--- src/rws_pkg.sv ---
`default_nettype none
// ============================================================================
// rws_pkg: shared types and constants of the recursive window smoother
// Field widths, register indexes and the command and status bundles that
// pass between the controller and the datapath.
// ============================================================================
package rws_pkg;

  // Coordinate width and the packed stream word.
  localparam int DATA_W  = 16;
  localparam int TDATA_W = 2 * DATA_W;

  // Configuration register widths and reset values.
  localparam int WL_W       = 7;
  localparam int KW         = 6;
  localparam int CFG_IDX_W  = 1;
  localparam int CFG_DATA_W = WL_W;
  localparam logic [WL_W-1:0] WL_RESET = 7'd16;
  localparam logic [KW-1:0]   K_RESET  = 6'd4;

  // Numerator last*k + x - h fits 23 signed bits; its magnitude fits 22.
  localparam int NUM_W = 23;
  localparam int MAG_W = NUM_W - 1;
  localparam int DIFF_W = DATA_W + 1;

  // Configuration register indexes.
  typedef enum logic [CFG_IDX_W-1:0] {
    REG_WINDOW_LENGTH     = 1'd0,
    REG_SMOOTHING_DIVISOR = 1'd1
  } reg_index_t;

  // Commands from the controller to the datapath.
  typedef struct packed {
    logic store_fill;  // store the request only, no result
    logic capture;     // latch the request and read the history
    logic mult;        // form last*k and x-h
    logic load;        // start both dividers
    logic write;       // load the output register and push the result
  } rws_cmd_t;

  // Status from the datapath to the controller.
  typedef struct packed {
    logic fill_mode;
    logic div_busy;
    logic out_free;
  } rws_status_t;

endpackage
`default_nettype wire

--- src/rws_div.sv ---
`default_nettype none
// ============================================================================
// rws_div: bit-serial signed divider with 16-bit saturation
// Divides a signed numerator by a small positive divisor, one quotient bit
// per cycle, truncating toward zero, and saturates the quotient to 16 bits.
// ============================================================================
module rws_div (
  input  wire logic                               clk,
  input  wire logic                               rst,
  input  wire logic                               start,
  input  wire logic signed [rws_pkg::NUM_W-1:0]   num,
  input  wire logic        [rws_pkg::KW-1:0]      den,
  output logic                                    busy,
  output logic signed [rws_pkg::DATA_W-1:0]       quot
);
  import rws_pkg::*;

  localparam int CNT_W = $clog2(MAG_W);
  localparam logic signed [MAG_W:0] SAT_HI = (MAG_W+1)'((2 ** (DATA_W - 1)) - 1);
  localparam logic signed [MAG_W:0] SAT_LO = -SAT_HI - (MAG_W+1)'(1);

  logic [CNT_W-1:0]   cnt;
  logic               neg;
  logic [KW-1:0]      den_r;
  logic [KW-1:0]      rem;
  logic [MAG_W-1:0]   q;
  logic [MAG_W-1:0]   mag_full;
  logic [KW:0]        rem_sh;
  logic               fits;
  logic signed [MAG_W:0] q_signed;

  // Magnitude of the numerator and the trial subtraction of one step.
  // The remainder stays below the divisor, so it fits the divisor width.
  always_comb begin
    mag_full = num[NUM_W-1] ? MAG_W'(-num) : MAG_W'(num);
    rem_sh   = {rem, q[MAG_W-1]};
    fits     = (rem_sh >= {1'b0, den_r});
  end

  // Iteration control.
  always_ff @(posedge clk) begin
    if (rst) begin
      busy <= 1'b0;
      cnt  <= '0;
    end else if (start) begin
      busy <= 1'b1;
      cnt  <= '0;
    end else if (busy) begin
      if (cnt == CNT_W'(MAG_W - 1)) begin
        busy <= 1'b0;
      end
      cnt <= cnt + 1'b1;
    end
  end

  // Restoring division on the magnitude, one quotient bit per cycle.
  always_ff @(posedge clk) begin
    if (start) begin
      neg   <= num[NUM_W-1];
      den_r <= den;
      rem   <= '0;
      q     <= mag_full;
    end else if (busy) begin
      rem <= fits ? KW'(rem_sh - {1'b0, den_r}) : rem_sh[KW-1:0];
      q   <= {q[MAG_W-2:0], fits};
    end
  end

  // Restore the sign and clamp to the 16-bit range.
  always_comb begin
    q_signed = neg ? -$signed({1'b0, q}) : $signed({1'b0, q});
    if (q_signed > SAT_HI) begin
      quot = SAT_HI[DATA_W-1:0];
    end else if (q_signed < SAT_LO) begin
      quot = SAT_LO[DATA_W-1:0];
    end else begin
      quot = q_signed[DATA_W-1:0];
    end
  end

endmodule
`default_nettype wire

--- src/rws_datapath.sv ---
`default_nettype none
// ============================================================================
// rws_datapath: history memories, arithmetic and output register
// Holds the configuration, both coordinate histories, the fill count and
// the newest pointer, forms last*k + x - h per axis and divides it by k.
// ============================================================================
module rws_datapath #(
  parameter int MAX_WINDOW = 64
) (
  input  wire logic                              clk,
  input  wire logic                              rst,
  input  wire logic                              cfg_wen,
  input  wire logic [rws_pkg::CFG_IDX_W-1:0]     cfg_addr,
  input  wire logic [rws_pkg::CFG_DATA_W-1:0]    cfg_wdata,
  input  wire logic [rws_pkg::TDATA_W-1:0]       s_tdata,
  output logic                                   m_tvalid,
  input  wire logic                              m_tready,
  output logic [rws_pkg::TDATA_W-1:0]            m_tdata,
  input  wire rws_pkg::rws_cmd_t                 cmd,
  output rws_pkg::rws_status_t                   status
);
  import rws_pkg::*;

  localparam int PW   = $clog2(MAX_WINDOW);
  localparam int FC_W = $clog2(MAX_WINDOW + 1);
  localparam int CW   = (FC_W > WL_W) ? FC_W : WL_W;
  localparam int AW   = ((PW > KW) ? PW : KW) + 1;

  // Configuration registers.
  logic [WL_W-1:0] window_length;
  logic [KW-1:0]   smoothing_divisor;

  // History state.
  logic [DATA_W-1:0] x_mem [MAX_WINDOW];
  logic [DATA_W-1:0] y_mem [MAX_WINDOW];
  logic [FC_W-1:0]   fill_count;
  logic [PW-1:0]     np;
  logic [PW-1:0]     np_next;
  logic [PW-1:0]     back;

  // Window and divisor after clamping.
  logic [CW-1:0] wl_e;
  logic [CW-1:0] w_eff;
  logic [CW-1:0] w_m1;
  logic [KW-1:0] k_raw;
  logic [KW-1:0] k_eff;
  logic [AW-1:0] np_a;
  logic [AW-1:0] k_a;
  logic [AW-1:0] back_a;

  // Per-request registers.
  logic signed [DATA_W-1:0] x_in_r, y_in_r;
  logic signed [DATA_W-1:0] x_last, x_h, y_last, y_h;
  logic        [KW-1:0]     k_r;
  logic signed [KW:0]       k_s;
  logic signed [NUM_W-1:0]  x_prod, y_prod;
  logic signed [DIFF_W-1:0] x_diff, y_diff;
  logic signed [NUM_W-1:0]  x_num, y_num;
  logic signed [DATA_W-1:0] x_q, y_q;
  logic                     x_busy, y_busy;

  // Memory write port.
  logic              wr_en;
  logic [DATA_W-1:0] wr_x, wr_y;

  // Configuration writes.
  always_ff @(posedge clk) begin
    if (rst) begin
      window_length     <= WL_RESET;
      smoothing_divisor <= K_RESET;
    end else if (cfg_wen) begin
      unique case (reg_index_t'(cfg_addr))
        REG_WINDOW_LENGTH:     window_length     <= cfg_wdata;
        REG_SMOOTHING_DIVISOR: smoothing_divisor <= cfg_wdata[KW-1:0];
        default:               window_length     <= window_length;
      endcase
    end
  end

  // Effective window, divisor and history addresses.
  always_comb begin
    wl_e = CW'(window_length);
    if (wl_e < CW'(2)) begin
      w_eff = CW'(2);
    end else if (wl_e > CW'(MAX_WINDOW)) begin
      w_eff = CW'(MAX_WINDOW);
    end else begin
      w_eff = wl_e;
    end
    w_m1  = w_eff - CW'(1);
    k_raw = (smoothing_divisor == '0) ? KW'(1) : smoothing_divisor;
    k_eff = (CW'(k_raw) > w_m1) ? w_m1[KW-1:0] : k_raw;

    np_a   = AW'(np);
    k_a    = AW'(k_eff);
    back_a = (np_a >= k_a) ? (np_a - k_a) : (np_a + AW'(MAX_WINDOW) - k_a);
    back   = back_a[PW-1:0];

    np_next = (np == PW'(MAX_WINDOW - 1)) ? '0 : (np + PW'(1));
  end

  // Fill count and newest pointer.
  always_ff @(posedge clk) begin
    if (rst) begin
      fill_count <= '0;
      np         <= '0;
    end else begin
      if (cmd.store_fill) begin
        fill_count <= fill_count + FC_W'(1);
      end
      if (cmd.store_fill || cmd.write) begin
        np <= np_next;
      end
    end
  end

  // History memories: one write port, two registered read ports.
  assign wr_en = cmd.store_fill || cmd.write;
  assign wr_x  = cmd.store_fill ? s_tdata[DATA_W-1:0] : x_q;
  assign wr_y  = cmd.store_fill ? s_tdata[TDATA_W-1:DATA_W] : y_q;

  always_ff @(posedge clk) begin
    if (wr_en) begin
      x_mem[np_next] <= wr_x;
      y_mem[np_next] <= wr_y;
    end
    if (cmd.capture) begin
      x_last <= x_mem[np];
      x_h    <= x_mem[back];
      y_last <= y_mem[np];
      y_h    <= y_mem[back];
    end
  end

  // Request capture and the multiply stage.
  assign k_s = $signed({1'b0, k_r});

  always_ff @(posedge clk) begin
    if (cmd.capture) begin
      x_in_r <= s_tdata[DATA_W-1:0];
      y_in_r <= s_tdata[TDATA_W-1:DATA_W];
      k_r    <= k_eff;
    end
    if (cmd.mult) begin
      x_prod <= NUM_W'(x_last * k_s);
      y_prod <= NUM_W'(y_last * k_s);
      x_diff <= DIFF_W'(x_in_r) - DIFF_W'(x_h);
      y_diff <= DIFF_W'(y_in_r) - DIFF_W'(y_h);
    end
  end

  // Numerators for the dividers.
  assign x_num = x_prod + NUM_W'(x_diff);
  assign y_num = y_prod + NUM_W'(y_diff);

  rws_div u_div_x (
    .clk   (clk),
    .rst   (rst),
    .start (cmd.load),
    .num   (x_num),
    .den   (k_r),
    .busy  (x_busy),
    .quot  (x_q)
  );

  rws_div u_div_y (
    .clk   (clk),
    .rst   (rst),
    .start (cmd.load),
    .num   (y_num),
    .den   (k_r),
    .busy  (y_busy),
    .quot  (y_q)
  );

  // Output register.
  always_ff @(posedge clk) begin
    if (rst) begin
      m_tvalid <= 1'b0;
    end else if (cmd.write) begin
      m_tvalid <= 1'b1;
    end else if (m_tready) begin
      m_tvalid <= 1'b0;
    end
  end

  always_ff @(posedge clk) begin
    if (cmd.write) begin
      m_tdata <= {y_q, x_q};
    end
  end

  // Status to the controller.
  always_comb begin
    status.fill_mode = (CW'(fill_count) < w_eff);
    status.div_busy  = x_busy || y_busy;
    status.out_free  = !m_tvalid || m_tready;
  end

`ifndef SYNTH
  // A stored-only request never produces a result.
  a_fill_silent: assert property (@(posedge clk) disable iff (rst)
    cmd.store_fill |=> !$rose(m_tvalid))
    else $error("result appeared after a fill request");

  // A result is never written over one that has not been taken.
  a_no_overwrite: assert property (@(posedge clk) disable iff (rst)
    cmd.write |-> (!m_tvalid || m_tready))
    else $error("output register overwritten");

  // The dividers are never restarted while working.
  a_div_idle_start: assert property (@(posedge clk) disable iff (rst)
    cmd.load |-> !(x_busy || y_busy))
    else $error("divider started while busy");

  // The fill count never passes the history depth.
  a_fill_bound: assert property (@(posedge clk) disable iff (rst)
    fill_count <= FC_W'(MAX_WINDOW))
    else $error("fill count beyond history depth");
`endif

endmodule
`default_nettype wire

--- src/rws_ctrl.sv ---
`default_nettype none
// ============================================================================
// rws_ctrl: sequencing state machine of the recursive window smoother
// Accepts requests, stores fill requests directly and steps a smoothing
// request through capture, multiply, divide and write-back.
// ============================================================================
module rws_ctrl (
  input  wire logic                  clk,
  input  wire logic                  rst,
  input  wire logic                  s_tvalid,
  output logic                       s_tready,
  input  wire rws_pkg::rws_status_t  status,
  output rws_pkg::rws_cmd_t          cmd
);
  import rws_pkg::*;

  typedef enum logic [4:0] {
    S_IDLE  = 5'b00001,
    S_MULT  = 5'b00010,
    S_LOAD  = 5'b00100,
    S_DIV   = 5'b01000,
    S_WRITE = 5'b10000
  } state_t;

  state_t state, state_next;

  // State register.
  always_ff @(posedge clk) begin
    if (rst) begin
      state <= S_IDLE;
    end else begin
      state <= state_next;
    end
  end

  // Next state and commands.
  always_comb begin
    state_next = state;
    cmd        = '0;
    s_tready   = 1'b0;
    unique case (state)
      S_IDLE: begin
        s_tready = 1'b1;
        if (s_tvalid) begin
          if (status.fill_mode) begin
            cmd.store_fill = 1'b1;
          end else begin
            cmd.capture = 1'b1;
            state_next  = S_MULT;
          end
        end
      end
      S_MULT: begin
        cmd.mult   = 1'b1;
        state_next = S_LOAD;
      end
      S_LOAD: begin
        cmd.load   = 1'b1;
        state_next = S_DIV;
      end
      S_DIV: begin
        if (!status.div_busy) begin
          state_next = S_WRITE;
        end
      end
      S_WRITE: begin
        if (status.out_free) begin
          cmd.write  = 1'b1;
          state_next = S_IDLE;
        end
      end
      default: begin
        state_next = S_IDLE;
      end
    endcase
  end

endmodule
`default_nettype wire

--- src/recursive_window_smoother.sv ---
`default_nettype none
// ============================================================================
// recursive_window_smoother: recursive moving-average X,Y smoother
// Stores the first window_length coordinate pairs, then returns one
// smoothed and saturated pair per request and feeds it back into history.
// ============================================================================
// A request that only fills the history is stored as it is taken and
// gives no result. A smoothing request occupies the block until the next
// request can be taken: the history is read as the request is taken, then
// the block multiplies, loads the dividers, runs the bit-serial dividers
// (one quotient bit per cycle, both axes in parallel), sees them finish,
// writes back and returns to idle, where the next request is taken. The
// result sits in an output register, so the next request is taken while
// it waits; write-back stalls only while an earlier result is still held
// there. The user must write configuration only while idle; the block
// itself does not enforce this.
module recursive_window_smoother #(
  parameter int MAX_WINDOW = 64
) (
  input  wire logic                              clk,
  input  wire logic                              rst,
  // Configuration write port.
  input  wire logic                              cfg_wen,
  input  wire logic [rws_pkg::CFG_IDX_W-1:0]     cfg_addr,
  input  wire logic [rws_pkg::CFG_DATA_W-1:0]    cfg_wdata,
  // Input stream.
  input  wire logic                              s_tvalid,
  output logic                                   s_tready,
  input  wire logic [rws_pkg::TDATA_W-1:0]       s_tdata,  // x_in[15:0], y_in[31:16]
  // Output stream.
  output logic                                   m_tvalid,
  input  wire logic                              m_tready,
  output logic [rws_pkg::TDATA_W-1:0]            m_tdata   // x_out[15:0], y_out[31:16]
);
  import rws_pkg::*;

  rws_cmd_t    cmd;
  rws_status_t status;

  rws_ctrl u_ctrl (
    .clk      (clk),
    .rst      (rst),
    .s_tvalid (s_tvalid),
    .s_tready (s_tready),
    .status   (status),
    .cmd      (cmd)
  );

  rws_datapath #(
    .MAX_WINDOW (MAX_WINDOW)
  ) u_datapath (
    .clk       (clk),
    .rst       (rst),
    .cfg_wen   (cfg_wen),
    .cfg_addr  (cfg_addr),
    .cfg_wdata (cfg_wdata),
    .s_tdata   (s_tdata),
    .m_tvalid  (m_tvalid),
    .m_tready  (m_tready),
    .m_tdata   (m_tdata),
    .cmd       (cmd),
    .status    (status)
  );

endmodule
`default_nettype wire

--- config.mk ---
export PLATFORM = sky130hd
export DESIGN_NAME = recursive_window_smoother
export DESIGN_NICKNAME = d
export VERILOG_FILES = /design/src/rws_pkg.sv /design/src/rws_div.sv /design/src/rws_datapath.sv /design/src/rws_ctrl.sv /design/src/recursive_window_smoother.sv
export SDC_FILE = /design/constraint.sdc
export NUM_CORES = 2
export LEC_CHECK = 0
export BUFFER_PORTS_ARGS = -buffer_cell sky130_fd_sc_hd__buf_2
export CORE_MARGIN = 2
export CORE_UTILIZATION = 29
export DETAILED_ROUTE_END_ITERATION = 8
export SYNTH_ARGS = -nofsm -noshare
export SYNTH_HDL_FRONTEND = slang
export SYNTH_HIERARCHICAL = 1
export SYNTH_SLANG_ARGS = --single-unit
export TNS_END_PERCENT = 20
--- constraint.sdc ---
create_clock -name clk -period 17.43 [get_ports clk]
set_input_delay 0.8715 -clock clk [delete_from_list [all_inputs] [get_ports clk]]
set_output_delay 0.8715 -clock clk [all_outputs]
set_load 0.005 [all_outputs]
==> results by group <==
Outcome
  – Result of the run: finished, final reports clean

Yosys
  – Avg Cell Area, Syn: 18.3 µm²
  – Gate count of the mapped netlist: around 6.5k
  – Number of distinct library cells after synthesis: between 90 and 100
  – Share of flip-flops with an asynchronous set or reset: 0
  – Top-area cell type share of the netlist area: 0.583
  – Commonest cells in the synthesized netlist: 2,320 x sky130_fd_sc_hd__edfxtp_1, 1,281 x sky130_fd_sc_hd__mux4_2, 246 x sky130_fd_sc_hd__inv_1, 238 x sky130_fd_sc_hd__nand2_1, 219 x sky130_fd_sc_hd__nor2_1
  – Most used flip-flop cell after synthesis: sky130_fd_sc_hd__edfxtp_1
  – Most used standard cell by instance count after synthesis: sky130_fd_sc_hd__edfxtp_1
  – Number of enable-type register cells in the synthesized netlist: ~2.3k
  – Syn Nets: slightly below 7k
  – Mapped Area: approximately 0.12 mm²
  – Main area contributors after synthesis: sky130_fd_sc_hd__edfxtp_1 58%, sky130_fd_sc_hd__mux4_2 24%, sky130_fd_sc_hd__fa_1 2.4%
  – Sequential-to-total area share from yosys stat: 0.592
  – Post-synthesis cell type with the largest combined area: sky130_fd_sc_hd__edfxtp_1
  – Synthesis warning total: 6
  – Count of state elements after synthesis: 2,376

Worst setup path
  – Number of cells on the critical path: 22
  – Cells on worst reg2reg path: 22
  – Critical Path End Type: flip-flop
  – Arr. time, crit path: between 9000 and 10,000 ps
  – Worst Setup Start Kind: flip-flop
  – Cell-by-cell listing of the critical path: nor4_1 > nor3b_1 > or3b_2 > ha_1 > xnor2_1 > inv_1 > ha_1 > o21a_1 > o21a_1 > o21a_1 > o22ai_1 > maj3_1 > or2_2 > a21oi_1 > ha_4 > fa_4 > buf_4 > buf_4 > mux4_2 > mux4_2 > a211oi_1 > a21oi_1
  – Critical path's most frequent cell: sky130_fd_sc_hd__o21a_1
  – Cell with the largest stage delay on the worst path: sky130_fd_sc_hd__fa_4
  – Required arrival time at the worst endpoint: between 15,000 and 20,000 ps
  – Longest individual stage delay on the worst path: about 1400 ps
  – Number of buffer and inverter stages on the critical path: 3
  – Crit path launch: u_datapath/window_length[3]$_SDFFE_PP0P_
  – Source of the worst register-to-register timing path: u_datapath/window_length[3]$_SDFFE_PP0P_
  – Largest delay share family, worst path: adder cells
  – Worst setup path category: reg2reg
  – CP max FO: 52

Hold path
  – Startpoint of the tightest hold check path: s_tdata[10]
  – Hold Path Stages: 1
  – Worst min-delay path category: in2reg

Clocking
  – Post-cts gate resize count: 0
  – H-tree depth: 4
  – Hold-fix buffers at CTS: 0
  – CTS tree: built
  – Number of buffers added by the clock tree synthesis step: 241
  – Number of buffers on the longest clock path: 4
  – CTS sink cnt: between 2k and 2.5k
  – Clk pin slew, worst setup/hold paths: ~60 ps
  – Number of post-CTS setup repair buffers: 0
  – Latest clock arrival within the worst-skew pair: a little over 900 ps
  – Root buf cell: sky130_fd_sc_hd__clkbuf_16

Power
  – Worst ir drop on vdd: between 0.0001 and 0.00015 V
  – Leakage power: roughly 42 nW
  – Pwr/cell area: around 120 mW/mm²
  – PnR Total Power: around 16 mW

Floorplanning
  – Overall die width: 646 µm
  – Number of core rows: around 240
  – Std-Cell Core Area: 0.410 mm²
  – Count of boundary I/O pins: just under 80
  – Initial standard-cell utilization of the core: 0.292
  – Die extent in y: approximately 650 µm
  – Overall die area: roughly 0.42 mm²

Routing
  – Top Metal Used: met5
  – Final Routed Wirelength: ~350,000 µm
  – Met3 wire length: 37,500 µm
  – Number of optimization iterations in the first detailed-route pass: 6
  – WL met2: 167,000 µm
  – DRC violation total after the first TritonRoute iteration: a little over 9k
  – Drc violations: 0
  – Average wire length per cell after detail routing: around 29 µm
  – Via count: 67.8k
  – Routed via count divided by cell count: 5.54
  – Residual antenna-violating net count after detailed routing: 0
  – Metal1 wirelength: roughly 130,000 µm

STA
  – Setup Viol. Count Final: 0
  – Final critical path time including I/O delays and setup: between 8000 and 9000 ps
  – Fin. max-slew vios: 0
  – Setup slack after layout: 8650 ps
  – Normalized max-slew margin: 0.0806
  – Number of endpoints with negative hold slack in the final report: 0
  – Setup repair after global routing missed its margin: false
  – Final worst-path cycle share: 0.504
  – Largest clock skew in the final design: 49.7 ps
  – Achievable clock frequency: 114 MHz
  – Sum of negative setup slack: 0 ps
  – Slew at the pin closest to its max-slew limit: 1380 ps
  – Final hold slack: around 160 ps

Place
  – HPWL after detailed placement: approximately 200,000 µm
  – Global placement routability congestion: between 0.8 and 0.9
  – Post-Place Setup Slack: roughly 8700 ps
  – Count of port buffers added during placement: 78

GRT
  – Largest net degree at the start of global routing: 154
  – Remaining global-route overflow: 0
  – Global router's overall resource usage: 0.164
  – Vias in the first global route: about 70k
  – Global-route wire length before repair: between 400,000 and 500,000 µm
  – Number of antenna violations at the first check in global routing: 27

Cells and area
  – Ratio of cells with drive above 1 in the final layout: 0.300
  – Count of nets after finishing: 6,979
  – Synth-to-layout area growth: 12.4%
  – Filler Cell Count: between 30k and 40k

Flow run
  – Max-cap check violation count: 0
==> cell usage in the layout (no fill, tap or decap), types with 15 or more instances in the layout <==
| cell type | count |
|---|---|
| sky130_fd_sc_hd__ha_1 | 206 |
| sky130_fd_sc_hd__clkinv_1 | 51 |
| sky130_fd_sc_hd__mux2i_1 | 63 |
| sky130_fd_sc_hd__nor2b_1 | 85 |
| sky130_fd_sc_hd__clkinv_2 | 45 |
| sky130_fd_sc_hd__nand2b_1 | 26 |
| sky130_fd_sc_hd__nor2_1 | 155 |
| sky130_fd_sc_hd__o41ai_1 | 15 |
| sky130_fd_sc_hd__clkinvlp_4 | 18 |
| sky130_fd_sc_hd__buf_4 | 138 |
| sky130_fd_sc_hd__nand2_1 | 238 |
| sky130_fd_sc_hd__buf_2 | 78 |
| sky130_fd_sc_hd__dfxtp_1 | 50 |
| sky130_fd_sc_hd__nor2_4 | 65 |
| sky130_fd_sc_hd__xor2_1 | 91 |
| sky130_fd_sc_hd__o21a_1 | 41 |
| sky130_fd_sc_hd__clkbuf_16 | 243 |
| sky130_fd_sc_hd__mux2_2 | 47 |
| sky130_fd_sc_hd__bufinv_16 | 24 |
| sky130_fd_sc_hd__a21oi_1 | 202 |
| sky130_fd_sc_hd__a21o_1 | 34 |
| sky130_fd_sc_hd__a31oi_1 | 21 |
| sky130_fd_sc_hd__o21ai_0 | 105 |
| sky130_fd_sc_hd__a211oi_1 | 76 |
| sky130_fd_sc_hd__mux4_2 | 1281 |
| sky130_fd_sc_hd__and2_1 | 121 |
| sky130_fd_sc_hd__inv_1 | 245 |
| sky130_fd_sc_hd__xnor2_1 | 103 |
| sky130_fd_sc_hd__nand3_1 | 40 |
| sky130_fd_sc_hd__edfxtp_1 | 2320 |
| sky130_fd_sc_hd__fa_1 | 140 |
| sky130_fd_sc_hd__clkbuf_1 | 40 |
| sky130_fd_sc_hd__o31ai_1 | 20 |
| sky130_fd_sc_hd__o211ai_1 | 15 |
| sky130_fd_sc_hd__nor4_1 | 21 |
| sky130_fd_sc_hd__nor3_1 | 54 |
==> metal layers <==
layer  vias to the layer above  global-route usage
met4                        16              0.0535
met1                     36100               0.214
met2                      3901               0.269
li1                      27100                   -
met5                         -                   0
met3                       674              0.0400
==> sequential cells by signal, summed over array words and instances (netlist names), 7 cells and up <==
| name | flops |
|---|---|
| u_datapath/m_tdata | 32 |
| u_datapath/y_diff | 17 |
| u_datapath/fill_count | 7 |
| u_datapath/window_length | 7 |
| u_datapath/x_last | 16 |
| u_datapath/x_mem | 1024 |
| u_datapath/y_mem | 1024 |
| u_datapath/y_last | 16 |
| u_datapath/x_h | 16 |
| u_datapath/y_in_r | 16 |
| u_datapath/x_prod | 23 |
| u_datapath/y_h | 16 |
| u_datapath/x_diff | 17 |
| u_datapath/x_in_r | 16 |
| u_datapath/u_div_x/q | 22 |
| u_datapath/u_div_y/q | 22 |
| u_datapath/y_prod | 23 |
==> worst register-to-register path: stages, from the launching register on <==
cell and delay, ps:
sky130_fd_sc_hd__dfxtp_1 360, sky130_fd_sc_hd__nor4_1 430, sky130_fd_sc_hd__nor3b_1 290, sky130_fd_sc_hd__or3b_2 210
sky130_fd_sc_hd__ha_1 250, sky130_fd_sc_hd__xnor2_1 150, sky130_fd_sc_hd__inv_1 90, sky130_fd_sc_hd__ha_1 320
sky130_fd_sc_hd__o21a_1 120, sky130_fd_sc_hd__o21a_1 160, sky130_fd_sc_hd__o21a_1 160, sky130_fd_sc_hd__o22ai_1 140
sky130_fd_sc_hd__maj3_1 300, sky130_fd_sc_hd__or2_2 240, sky130_fd_sc_hd__a21oi_1 160, sky130_fd_sc_hd__ha_4 200
sky130_fd_sc_hd__fa_4 1360, sky130_fd_sc_hd__buf_4 850, sky130_fd_sc_hd__buf_4 780, sky130_fd_sc_hd__mux4_2 430
sky130_fd_sc_hd__mux4_2 480, sky130_fd_sc_hd__a211oi_1 900, sky130_fd_sc_hd__a21oi_1 90
==> logic make-up (layout without fill, tap and decap cells) <==
logic type | count (synthesis) | count (layout) | synth area share
compound gates | 639 | 639 | 0.0347
xor+xnor | 198 | 198 | 0.0146
fa+ha+maj | 349 | 349 | 0.0453
buf+inv | 654 | 915 | 0.0240
flops | 2376 | 2376 | 0.592
mux | 1392 | 1392 | 0.251
other cells | 0 | 6 | 0
simple gates | 914 | 914 | 0.0383
==> area by class of cell <==
class | count | area (µm²) | area share
Antenna cell | 6 | 15.0 | 0.000112
Clock inverter | 157 | 1480 | 0.0110
Inverter | 248 | 933 | 0.00694
Tap cell | 5451 | 6820 | 0.0507
Clock buffer | 283 | 6230 | 0.0464
Sequential cell | 2376 | 70800 | 0.527
Timing Repair Buffer | 227 | 1650 | 0.0122
Multi-Input combinational cell | 3492 | 46500 | 0.346
==> final timing paths <==
kind | slack (ps) | endpoint
worst min-delay path | 160 | u_datapath/x_in_r[10]$_DFFE_PP_
worst min register to register | 460 | u_datapath/u_div_x/rem[5]$_SDFFE_PP0P_
worst max register to register | 8650 | u_datapath/x_h[1]$_DFFE_PP_
worst max-delay path | 8650 | u_datapath/x_h[1]$_DFFE_PP_
==> per-stage QoR <==
stage	instances	area, µm²	util
floorplan	6522	120000	-
detailed placement	11800	127000	0.309
global route	12200	134000	0.328
global placement	11800	127000	0.309
finish	12200	134000	0.328
CTS	12200	134000	0.328
==> report_power, final <==
group | internal (mW) | switching, mW
clock network | 2.90 | 2.26
logic | 2.02 | 2.30
registers | 6.47 | 0.0595
Power figures use the tool's default switching activity.
